**src/hw/rtl/dcmvf_pkg.sv**
```systemverilog
// ---------------------------------------------------------------------------
// dcmvf_pkg: shared types and helpers for the DC motor voltage feedforward
// Holds the register index codes, the register bundle and the Q16.16
// saturation helper that the core and its submodules use.
// ---------------------------------------------------------------------------
package dcmvf_pkg;

  localparam int CFG_IDX_W  = 3;
  localparam int CFG_DATA_W = 31;
  localparam int POLE_W     = 17;
  localparam int Q_W        = 32;
  localparam int PROD_W     = 2 * Q_W;
  localparam int SAT_W      = PROD_W + 2;
  localparam int FRAC_W     = 16;

  // Register indexes.
  localparam logic [CFG_IDX_W-1:0] REG_INV_TORQUE_CONSTANT = 3'd0;
  localparam logic [CFG_IDX_W-1:0] REG_BACK_EMF_GAIN       = 3'd1;
  localparam logic [CFG_IDX_W-1:0] REG_WINDING_RESISTANCE  = 3'd2;
  localparam logic [CFG_IDX_W-1:0] REG_WINDING_INDUCTANCE  = 3'd3;
  localparam logic [CFG_IDX_W-1:0] REG_VOLT_TO_PWM         = 3'd4;
  localparam logic [CFG_IDX_W-1:0] REG_FILTER_GAIN         = 3'd5;
  localparam logic [CFG_IDX_W-1:0] REG_FILTER_POLE         = 3'd6;

  localparam logic [CFG_DATA_W-1:0] INV_TORQUE_CONSTANT_RST = 31'd65536;
  localparam logic [CFG_DATA_W-1:0] VOLT_TO_PWM_RST         = 31'd65536;

  typedef struct packed {
    logic [CFG_DATA_W-1:0]    inv_torque_constant;
    logic [CFG_DATA_W-1:0]    back_emf_gain;
    logic [CFG_DATA_W-1:0]    winding_resistance;
    logic [CFG_DATA_W-1:0]    winding_inductance;
    logic [CFG_DATA_W-1:0]    volt_to_pwm;
    logic [CFG_DATA_W-1:0]    filter_gain;
    logic signed [POLE_W-1:0] filter_pole;
  } cfg_t;

  // Register values after reset: unity torque and PWM gains, all else zero.
  localparam cfg_t CFG_RST = '{
    inv_torque_constant: INV_TORQUE_CONSTANT_RST,
    back_emf_gain:       '0,
    winding_resistance:  '0,
    winding_inductance:  '0,
    volt_to_pwm:         VOLT_TO_PWM_RST,
    filter_gain:         '0,
    filter_pole:         '0
  };

  // Clamp a wide signed value to the signed 32-bit range.
  function automatic logic signed [Q_W-1:0] sat32(input logic signed [SAT_W-1:0] v);
    logic signed [SAT_W-1:0] hi;
    logic signed [SAT_W-1:0] lo;
    hi = SAT_W'(33'sh0_7FFF_FFFF);
    lo = SAT_W'(32'sh8000_0000);
    if (v > hi) begin
      sat32 = 32'sh7FFF_FFFF;
    end else if (v < lo) begin
      sat32 = 32'sh8000_0000;
    end else begin
      sat32 = v[Q_W-1:0];
    end
  endfunction

endpackage

```
**src/hw/rtl/dcmvf_cfg.sv**
```systemverilog
// ---------------------------------------------------------------------------
// dcmvf_cfg: configuration register file
// Seven write-only gain and filter registers loaded through a plain write port.
// ---------------------------------------------------------------------------
module dcmvf_cfg (
  input  logic                                 clk,
  input  logic                                 rst_n,
  input  logic                                 cfg_we,
  input  logic [dcmvf_pkg::CFG_IDX_W-1:0]      cfg_index,
  input  logic [dcmvf_pkg::CFG_DATA_W-1:0]     cfg_wdata,
  output dcmvf_pkg::cfg_t                      regs
);

  dcmvf_pkg::cfg_t regs_r;
  dcmvf_pkg::cfg_t regs_nxt;

  always_comb begin
    regs_nxt = regs_r;
    if (cfg_we) begin
      unique case (cfg_index)
        dcmvf_pkg::REG_INV_TORQUE_CONSTANT: regs_nxt.inv_torque_constant = cfg_wdata;
        dcmvf_pkg::REG_BACK_EMF_GAIN:       regs_nxt.back_emf_gain       = cfg_wdata;
        dcmvf_pkg::REG_WINDING_RESISTANCE:  regs_nxt.winding_resistance  = cfg_wdata;
        dcmvf_pkg::REG_WINDING_INDUCTANCE:  regs_nxt.winding_inductance  = cfg_wdata;
        dcmvf_pkg::REG_VOLT_TO_PWM:         regs_nxt.volt_to_pwm         = cfg_wdata;
        dcmvf_pkg::REG_FILTER_GAIN:         regs_nxt.filter_gain         = cfg_wdata;
        dcmvf_pkg::REG_FILTER_POLE:
          regs_nxt.filter_pole = cfg_wdata[dcmvf_pkg::POLE_W-1:0];
        default: ;
      endcase
    end
  end

  always_ff @(posedge clk) begin
    if (!rst_n) begin
      regs_r <= dcmvf_pkg::CFG_RST;
    end else begin
      regs_r <= regs_nxt;
    end
  end

  assign regs = regs_r;

endmodule

```
**src/hw/rtl/dcmvf_mul.sv**
```systemverilog
// ---------------------------------------------------------------------------
// dcmvf_mul: shared signed multiplier
// One 32 by 32 signed product per cycle while en is high, registered at the output.
// ---------------------------------------------------------------------------
module dcmvf_mul (
  input  logic                                 clk,
  input  logic                                 en,
  input  logic signed [dcmvf_pkg::Q_W-1:0]     a,
  input  logic signed [dcmvf_pkg::Q_W-1:0]     b,
  output logic signed [dcmvf_pkg::PROD_W-1:0]  p
);

  logic signed [dcmvf_pkg::PROD_W-1:0] p_r;

  always_ff @(posedge clk) begin
    if (en) begin
      p_r <= dcmvf_pkg::PROD_W'(a) * dcmvf_pkg::PROD_W'(b);
    end
  end

  assign p = p_r;

endmodule

```
**src/hw/rtl/dc_motor_voltage_feedforward_core.sv**
```systemverilog
// ---------------------------------------------------------------------------
// dc_motor_voltage_feedforward_core: per-joint DC motor voltage feedforward
// Each accepted item is worked through by the sequencer before the next one
// is taken. The single shared multiplier forms the products in turn, nine
// per item, or five when timing_ok is low.
// Reset (synchronous, rst_n low) clears the filter history, the sequencer and
// out_valid, and restores the register reset values.
// ---------------------------------------------------------------------------
//
// The core sums the torque demands, scales the sum into a current and runs a
// first-order filtered derivative on the current and on the position. The
// drive command is then built from the back-EMF, resistive and inductive
// terms, scaled by the PWM gain. Every Q16.16 product passes through one
// registered multiplier; a small sequencer picks its operands each cycle and
// the product is consumed in the following state. Products are scaled by an
// arithmetic shift, which rounds toward minus infinity, and every stored
// result is saturated to 32 bits.
//
// The input side is ready only while the sequencer is idle. The result sits
// in an output register, so a new item may be accepted while the previous
// result still waits; the sequencer stalls in its last state if that
// register is still full.
module dc_motor_voltage_feedforward_core #(
  parameter int TORQUE_INPUTS = 3
) (
  input  logic                                 clk,
  input  logic                                 rst_n,
  // Input channel.
  input  logic                                 in_valid,
  output logic                                 in_ready,
  input  logic signed [31:0]                   in_torque_a,
  input  logic signed [31:0]                   in_torque_b,
  input  logic signed [31:0]                   in_torque_c,
  input  logic signed [31:0]                   in_shaft_pos,
  input  logic                                 in_timing_ok,
  // Result channel.
  output logic                                 out_valid,
  input  logic                                 out_ready,
  output logic signed [31:0]                   out_pwm_command,
  // Configuration port.
  input  logic                                 cfg_we,
  input  logic [dcmvf_pkg::CFG_IDX_W-1:0]      cfg_index,
  input  logic [dcmvf_pkg::CFG_DATA_W-1:0]     cfg_wdata
);

  localparam int QW  = dcmvf_pkg::Q_W;
  localparam int PW  = dcmvf_pkg::PROD_W;
  localparam int SW  = dcmvf_pkg::SAT_W;
  localparam int FW  = dcmvf_pkg::FRAC_W;
  localparam int TSW = QW + 2;

  // Sequencer states.
  localparam logic [3:0] ST_IDLE = 4'd0;
  localparam logic [3:0] ST_SUM  = 4'd1;
  localparam logic [3:0] ST_MCUR = 4'd2;
  localparam logic [3:0] ST_CUR  = 4'd3;
  localparam logic [3:0] ST_DIFF = 4'd4;
  localparam logic [3:0] ST_DM1  = 4'd5;
  localparam logic [3:0] ST_DM2  = 4'd6;
  localparam logic [3:0] ST_DY   = 4'd7;
  localparam logic [3:0] ST_VE   = 4'd8;
  localparam logic [3:0] ST_VR   = 4'd9;
  localparam logic [3:0] ST_VL   = 4'd10;
  localparam logic [3:0] ST_VSUM = 4'd11;
  localparam logic [3:0] ST_MPWM = 4'd12;
  localparam logic [3:0] ST_OUT  = 4'd13;

  dcmvf_pkg::cfg_t regs;

  dcmvf_cfg u_cfg (
    .clk       (clk),
    .rst_n     (rst_n),
    .cfg_we    (cfg_we),
    .cfg_index (cfg_index),
    .cfg_wdata (cfg_wdata),
    .regs      (regs)
  );

  // Control state.
  logic [3:0]              state_r, state_nxt;
  logic                    pos_phase_r, pos_phase_nxt;
  logic                    out_valid_r, out_valid_nxt;

  // Filter history, cleared by reset.
  logic signed [QW-1:0]    last_current_r, last_current_nxt;
  logic signed [QW-1:0]    last_rate_r, last_rate_nxt;
  logic signed [QW-1:0]    last_position_r, last_position_nxt;
  logic signed [QW-1:0]    last_velocity_r, last_velocity_nxt;

  // Working registers of the current item.
  logic signed [QW-1:0]    torque_in [3];
  logic signed [QW-1:0]    torque_r [TORQUE_INPUTS];
  logic signed [QW-1:0]    position_r;
  logic                    timing_ok_r;
  logic signed [QW-1:0]    sum_r, sum_nxt;
  logic signed [QW-1:0]    cur_r, cur_nxt;
  logic signed [QW-1:0]    diff_r, diff_nxt;
  logic signed [QW-1:0]    volts_r, volts_nxt;
  logic signed [PW:0]      acc_r, acc_nxt;
  logic signed [QW-1:0]    pwm_r, pwm_nxt;

  // Shared multiplier.
  logic                    mul_en;
  logic signed [QW-1:0]    mul_a, mul_b;
  logic signed [PW-1:0]    mul_p;

  dcmvf_mul u_mul (
    .clk (clk),
    .en  (mul_en),
    .a   (mul_a),
    .b   (mul_b),
    .p   (mul_p)
  );

  logic                    accept;
  logic signed [TSW-1:0]   torque_sum;
  logic signed [PW-FW-1:0] prod_floor;
  logic signed [QW-1:0]    x_sel, xp_sel, yp_sel;
  logic signed [QW-1:0]    y_new;

  assign accept   = in_valid && in_ready;
  assign in_ready = (state_r == ST_IDLE);

  assign torque_in[0] = in_torque_a;
  assign torque_in[1] = in_torque_b;
  assign torque_in[2] = in_torque_c;

  always_comb begin
    torque_sum = '0;
    for (int i = 0; i < TORQUE_INPUTS; i++) begin
      torque_sum = torque_sum + TSW'(torque_r[i]);
    end
  end

  // The scaled product: an arithmetic shift is floor division by 2^16.
  assign prod_floor = mul_p[PW-1:FW];

  // The derivative works on the current first, then on the position.
  assign x_sel  = pos_phase_r ? position_r      : cur_r;
  assign xp_sel = pos_phase_r ? last_position_r : last_current_r;
  assign yp_sel = pos_phase_r ? last_velocity_r : last_rate_r;

  always_comb begin
    logic signed [SW-1:0] filt_acc;
    filt_acc = SW'(acc_r) - SW'(mul_p);
    y_new    = dcmvf_pkg::sat32(SW'(filt_acc >>> FW));
  end

  // Multiplier operand selection.
  always_comb begin
    mul_en = 1'b1;
    mul_a  = '0;
    mul_b  = '0;
    unique case (state_r)
      ST_MCUR: begin
        mul_a = sum_r;
        mul_b = QW'(regs.inv_torque_constant);
      end
      ST_DM1: begin
        mul_a = diff_r;
        mul_b = QW'(regs.filter_gain);
      end
      ST_DM2: begin
        mul_a = yp_sel;
        mul_b = QW'(regs.filter_pole);
      end
      ST_VE: begin
        mul_a = last_velocity_r;
        mul_b = QW'(regs.back_emf_gain);
      end
      ST_VR: begin
        mul_a = cur_r;
        mul_b = QW'(regs.winding_resistance);
      end
      ST_VL: begin
        mul_a = last_rate_r;
        mul_b = QW'(regs.winding_inductance);
      end
      ST_MPWM: begin
        mul_a = volts_r;
        mul_b = QW'(regs.volt_to_pwm);
      end
      default: mul_en = 1'b0;
    endcase
  end

  // Sequencer and datapath.
  always_comb begin
    state_nxt         = state_r;
    pos_phase_nxt     = pos_phase_r;
    out_valid_nxt     = out_valid_r;
    last_current_nxt  = last_current_r;
    last_rate_nxt     = last_rate_r;
    last_position_nxt = last_position_r;
    last_velocity_nxt = last_velocity_r;
    sum_nxt           = sum_r;
    cur_nxt           = cur_r;
    diff_nxt          = diff_r;
    volts_nxt         = volts_r;
    acc_nxt           = acc_r;
    pwm_nxt           = pwm_r;

    if (out_valid_r && out_ready) begin
      out_valid_nxt = 1'b0;
    end

    unique case (state_r)
      ST_IDLE: begin
        if (accept) begin
          state_nxt = ST_SUM;
        end
      end
      ST_SUM: begin
        sum_nxt   = dcmvf_pkg::sat32(SW'(torque_sum));
        state_nxt = ST_MCUR;
      end
      ST_MCUR: state_nxt = ST_CUR;
      ST_CUR: begin
        cur_nxt       = dcmvf_pkg::sat32(SW'(prod_floor));
        pos_phase_nxt = 1'b0;
        state_nxt     = ST_DIFF;
      end
      ST_DIFF: begin
        diff_nxt = dcmvf_pkg::sat32(SW'(x_sel) - SW'(xp_sel));
        if (timing_ok_r) begin
          state_nxt = ST_DM1;
        end else begin
          // Timing invalid: the output holds, only the input history moves.
          if (pos_phase_r) begin
            last_position_nxt = position_r;
            state_nxt         = ST_VE;
          end else begin
            last_current_nxt = cur_r;
            pos_phase_nxt    = 1'b1;
          end
        end
      end
      ST_DM1: state_nxt = ST_DM2;
      ST_DM2: begin
        acc_nxt   = (PW + 1)'(mul_p);
        state_nxt = ST_DY;
      end
      ST_DY: begin
        if (pos_phase_r) begin
          last_position_nxt = position_r;
          last_velocity_nxt = y_new;
          state_nxt         = ST_VE;
        end else begin
          last_current_nxt = cur_r;
          last_rate_nxt    = y_new;
          pos_phase_nxt    = 1'b1;
          state_nxt        = ST_DIFF;
        end
      end
      ST_VE: state_nxt = ST_VR;
      ST_VR: begin
        acc_nxt   = (PW + 1)'(prod_floor);
        state_nxt = ST_VL;
      end
      ST_VL: begin
        acc_nxt   = acc_r + (PW + 1)'(prod_floor);
        state_nxt = ST_VSUM;
      end
      ST_VSUM: begin
        volts_nxt = dcmvf_pkg::sat32(SW'(acc_r) + SW'(prod_floor));
        state_nxt = ST_MPWM;
      end
      ST_MPWM: state_nxt = ST_OUT;
      ST_OUT: begin
        // Wait here until the output register is free.
        if (!out_valid_r || out_ready) begin
          pwm_nxt       = dcmvf_pkg::sat32(SW'(prod_floor));
          out_valid_nxt = 1'b1;
          state_nxt     = ST_IDLE;
        end
      end
      default: state_nxt = ST_IDLE;
    endcase
  end

  always_ff @(posedge clk) begin
    if (!rst_n) begin
      state_r         <= ST_IDLE;
      pos_phase_r     <= 1'b0;
      out_valid_r     <= 1'b0;
      last_current_r  <= '0;
      last_rate_r     <= '0;
      last_position_r <= '0;
      last_velocity_r <= '0;
    end else begin
      state_r         <= state_nxt;
      pos_phase_r     <= pos_phase_nxt;
      out_valid_r     <= out_valid_nxt;
      last_current_r  <= last_current_nxt;
      last_rate_r     <= last_rate_nxt;
      last_position_r <= last_position_nxt;
      last_velocity_r <= last_velocity_nxt;
    end
  end

  // Payload registers.
  always_ff @(posedge clk) begin
    if (accept) begin
      for (int i = 0; i < TORQUE_INPUTS; i++) begin
        torque_r[i] <= torque_in[i];
      end
      position_r  <= in_shaft_pos;
      timing_ok_r <= in_timing_ok;
    end
    sum_r   <= sum_nxt;
    cur_r   <= cur_nxt;
    diff_r  <= diff_nxt;
    volts_r <= volts_nxt;
    acc_r   <= acc_nxt;
    pwm_r   <= pwm_nxt;
  end

  assign out_valid       = out_valid_r;
  assign out_pwm_command = pwm_r;

endmodule

```
**config.mk**
```make
export PLATFORM = sky130hd
export DESIGN_NAME = dc_motor_voltage_feedforward_core
export DESIGN_NICKNAME = d
export VERILOG_FILES = /design/src/hw/rtl/dcmvf_pkg.sv /design/src/hw/rtl/dcmvf_cfg.sv /design/src/hw/rtl/dcmvf_mul.sv /design/src/hw/rtl/dc_motor_voltage_feedforward_core.sv
export SDC_FILE = /design/constraint.sdc
export NUM_CORES = 2
export LEC_CHECK = 0
export BUFFER_PORTS_ARGS = -buffer_cell sky130_fd_sc_hd__buf_2
export CORE_UTILIZATION = 36
export CTS_CLUSTER_SIZE = 20
export DETAILED_ROUTE_END_ITERATION = 7
export PLACE_DENSITY = 0.63
export SLEW_MARGIN = 20
export SYNTH_ARGS = -nofsm -noshare
export SYNTH_HDL_FRONTEND = slang
export SYNTH_SLANG_ARGS = --single-unit
```
**constraint.sdc**
```tcl
create_clock -name clk -period 20.7 [get_ports clk]
set_input_delay 4.14 -clock clk [delete_from_list [all_inputs] [get_ports clk]]
set_output_delay 4.14 -clock clk [all_outputs]
set_load 0.05 [all_outputs]
```
==> summary.md <==
| Metric | Value |
|---|---|
| Syn-to-layout area delta | `9.63%` |
| Number of synthesized register bits | `around 760` |
| Synth Area per Inst | `slightly above 9 sq um` |
| DR vias/cell | `about 5.5` |
| Post-synth ARST share | `0%` |
| Syn_nets | `10100` |
| Setup violations, final | `0` |
| Final ANT Viol Nets | `0` |
| Fin area | `about 84000 sq um` |
| Number of antenna violations at the first check in global routing | `6` |
| WL/cell | `between 20 and 25 um` |
| Top area cells in the synthesized netlist | `fa_1, edfxtp_1, dfxtp_1` |
| Hold_buf cts | `0` |
| Crit path DAT | `about 13000 ps` |
| Worst Path Required | `~21000 ps` |
| Setup WS pre-CTS | `slightly below 8000 ps` |
| CTS tree | `yes` |
| Core area | `212000 sq um` |
| Sw power | `approximately 1.8 mW` |
| Final Wtd Congestion | `just under 1` |
| Worst hold slack | `453 ps` |
| Power Internal | `3.19 mW` |
| Most frequent cell after synthesis | `inv_1` |
| Final slew viol count | `0` |
| Largest stage delay, worst path | `720 ps` |
| Status | `complete, but fails checks` |
| Reg clk slew, reported paths | `60 ps` |
| Gr ovfl total | `0` |
| Reg power frac | `around 38%` |
| Failing checks | `DRC` |
| Io pins | `about 200` |
| Footprint of the multi-input gates | `between 50000 and 60000 sq um` |
| Total of max-cap violations | `0` |
| Kind of critical path | `reg2reg` |
| Final worst slack | `~7700 ps` |
| I/O Buffers | `~200` |
| Area of placed instances | `approximately 81000 sq um` |
| LEAKAGE | `about 37 nW` |
| Number of global-route vias before repair | `roughly 63000` |
| CTS Buf Count | `88` |
| First-pass GRT wire length | `397000 um` |
| Setup_tns | `0 ps` |
| Vert. Die Dim | `approximately 460 um` |
| Final hold violations | `0` |
| Final worst path period need | `around 13000 ps` |
| Sequential cell area | `19300 sq um` |
| Share of the synthesized area in the top cell type | `29.1%` |
| Maximum clock rate | `76.7 MHz` |
| # fillers | `around 21000` |
| Crit end category | `register` |
| Tcrit/Tclk final | `between 60% and 70%` |
| Nets | `roughly 10000` |
| Clock net sink count | `between 700 and 800` |
| Pwr/cell area | `between 50 and 60 nW/um^2` |
| Post-CTS sizing | `0` |
| Overall global routing resource usage | `24.2%` |
| Syn. warnings | `0` |
| CP bufs+invs | `9` |
| Mapped cell area | `approximately 77000 sq um` |
| Clock power share | `between 30% and 40%` |
| HP Class | `reg2reg` |
| Largest fanout on the critical path | `between 40 and 50` |
| Worst slew margin | `18.3%` |
| Ys flop type | `edfxtp_1` |
| Post-CTS Setup Bufs | `0` |
| Logic pwr share | `28.5%` |
| Top cells by count, synth | `inv_1, nand2_1, fa_1, nor2_1, a21oi_1` |
| Util after Layout | `about two fifths` |
| Slew at the pin closest to its max-slew limit | `1230 ps` |
| Unique masters post-synth | `84` |
| Drt pass-1 iters | `8` |
| Die width | `approximately 460 um` |
| RSZ-0062 raised after global routing | `no` |
| Worst-case clock skew | `approximately 74 ps` |
| Maximum vdd drop | `approximately 0.074 mV` |
| Hpwl dp | `between 150000 and 200000 um` |
| Cells after Synth | `8434` |
| Sequential share of the synthesized area | `25.1%` |
| Cell family with most CP delay | `adder cells` |
| EDFF count, synth | `roughly 420` |
| Most used cell, CP | `fa_1` |
| Clk_lat worst skew | `~740 ps` |
| Slowest library cell on the worst path | `nor2_4` |
| Core Rows | `roughly 170` |
| Worst setup SP type | `register` |
| Drt total wl | `~260000 um` |
| Sw Ratio | `between 30% and 40%` |
| Largest net degree at the start of global routing | `114` |
| H-tree depth | `3` |
| DRC viols | `20` |
| Starting density of the core | `about 36%` |
| Die area | `215000 sq um` |
| Iteration-0 DRC Markers | `roughly 6400` |
| Total vias in the final route | `about 62000` |
| Synth area leader | `fa_1` |
| Fraction of layout cells with a size suffix above 1 | `7.52%` |
| CTS max path bufs | `3` |
| Root Driver | `clkbuf_16` |
[area by class of cell]
type                    instances  area share, %
diodes                          4         0.0119
inverters                    1358           6.06
well taps                    2821           4.19
multi-input cells            5875           60.6
clock inverters                52          0.808
repair buffers                341           2.46
clock buffers                 111           2.90
flip-flops and latches        755           22.9
[per-stage QoR]
stage / power, mW / instances
floorplan: 2.74 / 8434
global placement: 3.25 / 11100
detailed placement: 3.26 / 11100
CTS: 4.94 / 11300
global route: 5.13 / 11300
finish: 4.95 / 11300
[cells by family (layout without fill, tap and decap cells)]
kind of cell | count (synthesis) | count (layout) | share of synthesized area, %
AOI/OAI and AO/OA | 1600 | 1600 | 13.5
xor gates and xnor gates | 232 | 232 | 2.65
adders and majority gates | 1501 | 1501 | 35.4
buffers and inverters | 1804 | 1862 | 8.89
DFF | 755 | 755 | 25.1
muxes | 70 | 70 | 0.968
other | 0 | 4 | 0
and+or+nand+nor | 2472 | 2472 | 13.5
[worst min-delay path: stages, from the launching register on]
cell     delay (ps)
dfxtp_1         310
nand2_1          50
a21oi_1          50
[worst paths after layout]
kind | startpoint | endpoint | slack [ps] | cells after the start
worst min register to register | u_cfg.regs[137]$_SDFFE_PN0P_ | u_cfg.regs[137]$_SDFFE_PN0P_ | 450 | 2
worst max-delay path | state_r[3]$_SDFFE_PN0P_ | u_mul.p[63]$_DFFE_PP_ | 7660 | 35
worst min-delay path | u_cfg.regs[137]$_SDFFE_PN0P_ | u_cfg.regs[137]$_SDFFE_PN0P_ | 450 | 2
worst max register to register | state_r[3]$_SDFFE_PN0P_ | u_mul.p[63]$_DFFE_PP_ | 7660 | 35
[metal layers]
metal	share of wire, %	vias to the layer above	routed length (um)	global-route usage, %
met5	0	-	0	0
met4	4.6	0	11900	9.58
met3	8.1	520	21200	4.16
met2	46	2763	120000	39.1
met1	41	31300	107000	32.3
li1	-	27300	-	-
[state kept, by name (all words and copies together), names as in the netlist, 64 cells and up]
signal,cells
acc_r,65
torque_r,96
u_cfg.regs,203
u_mul.p,64
[power by group through the flow]
stage	clock, mW	sequential (mW)	combinational (mW)
6_report	1.68	1.86	1.41
5_1_grt	1.76	1.85	1.52
3_3_place_gp	0	1.88	1.37
3_5_place_dp	0	1.88	1.38
2_1_floorplan	0	1.81	0.928
4_1_cts	1.70	1.85	1.39
[cell usage in the layout (no fill, tap or decap), types with 35 or more instances in the layout]
master,Yosys,final
buf_2,13,201
ha_1,377,377
nand2b_1,60,60
edfxtp_1,418,418
o21a_1,35,35
a221o_1,76,71
nand2_1,1320,1316
xor2_1,80,80
a21o_1,158,158
dfxtp_1,337,336
buf_4,0,139
mux2i_1,36,36
nand3_1,71,69
clkbuf_16,0,90
xnor2_1,152,152
nor2_1,685,670
nor3_1,50,44
fa_1,1117,1117
o21ai_1,50,49
nand4_1,84,84
inv_1,1357,1356
nor2b_1,41,40
o21ai_0,255,255
o21bai_1,50,50
a22oi_1,108,108
a21oi_1,559,557
Note: power is estimated with default switching activity, not from simulation.
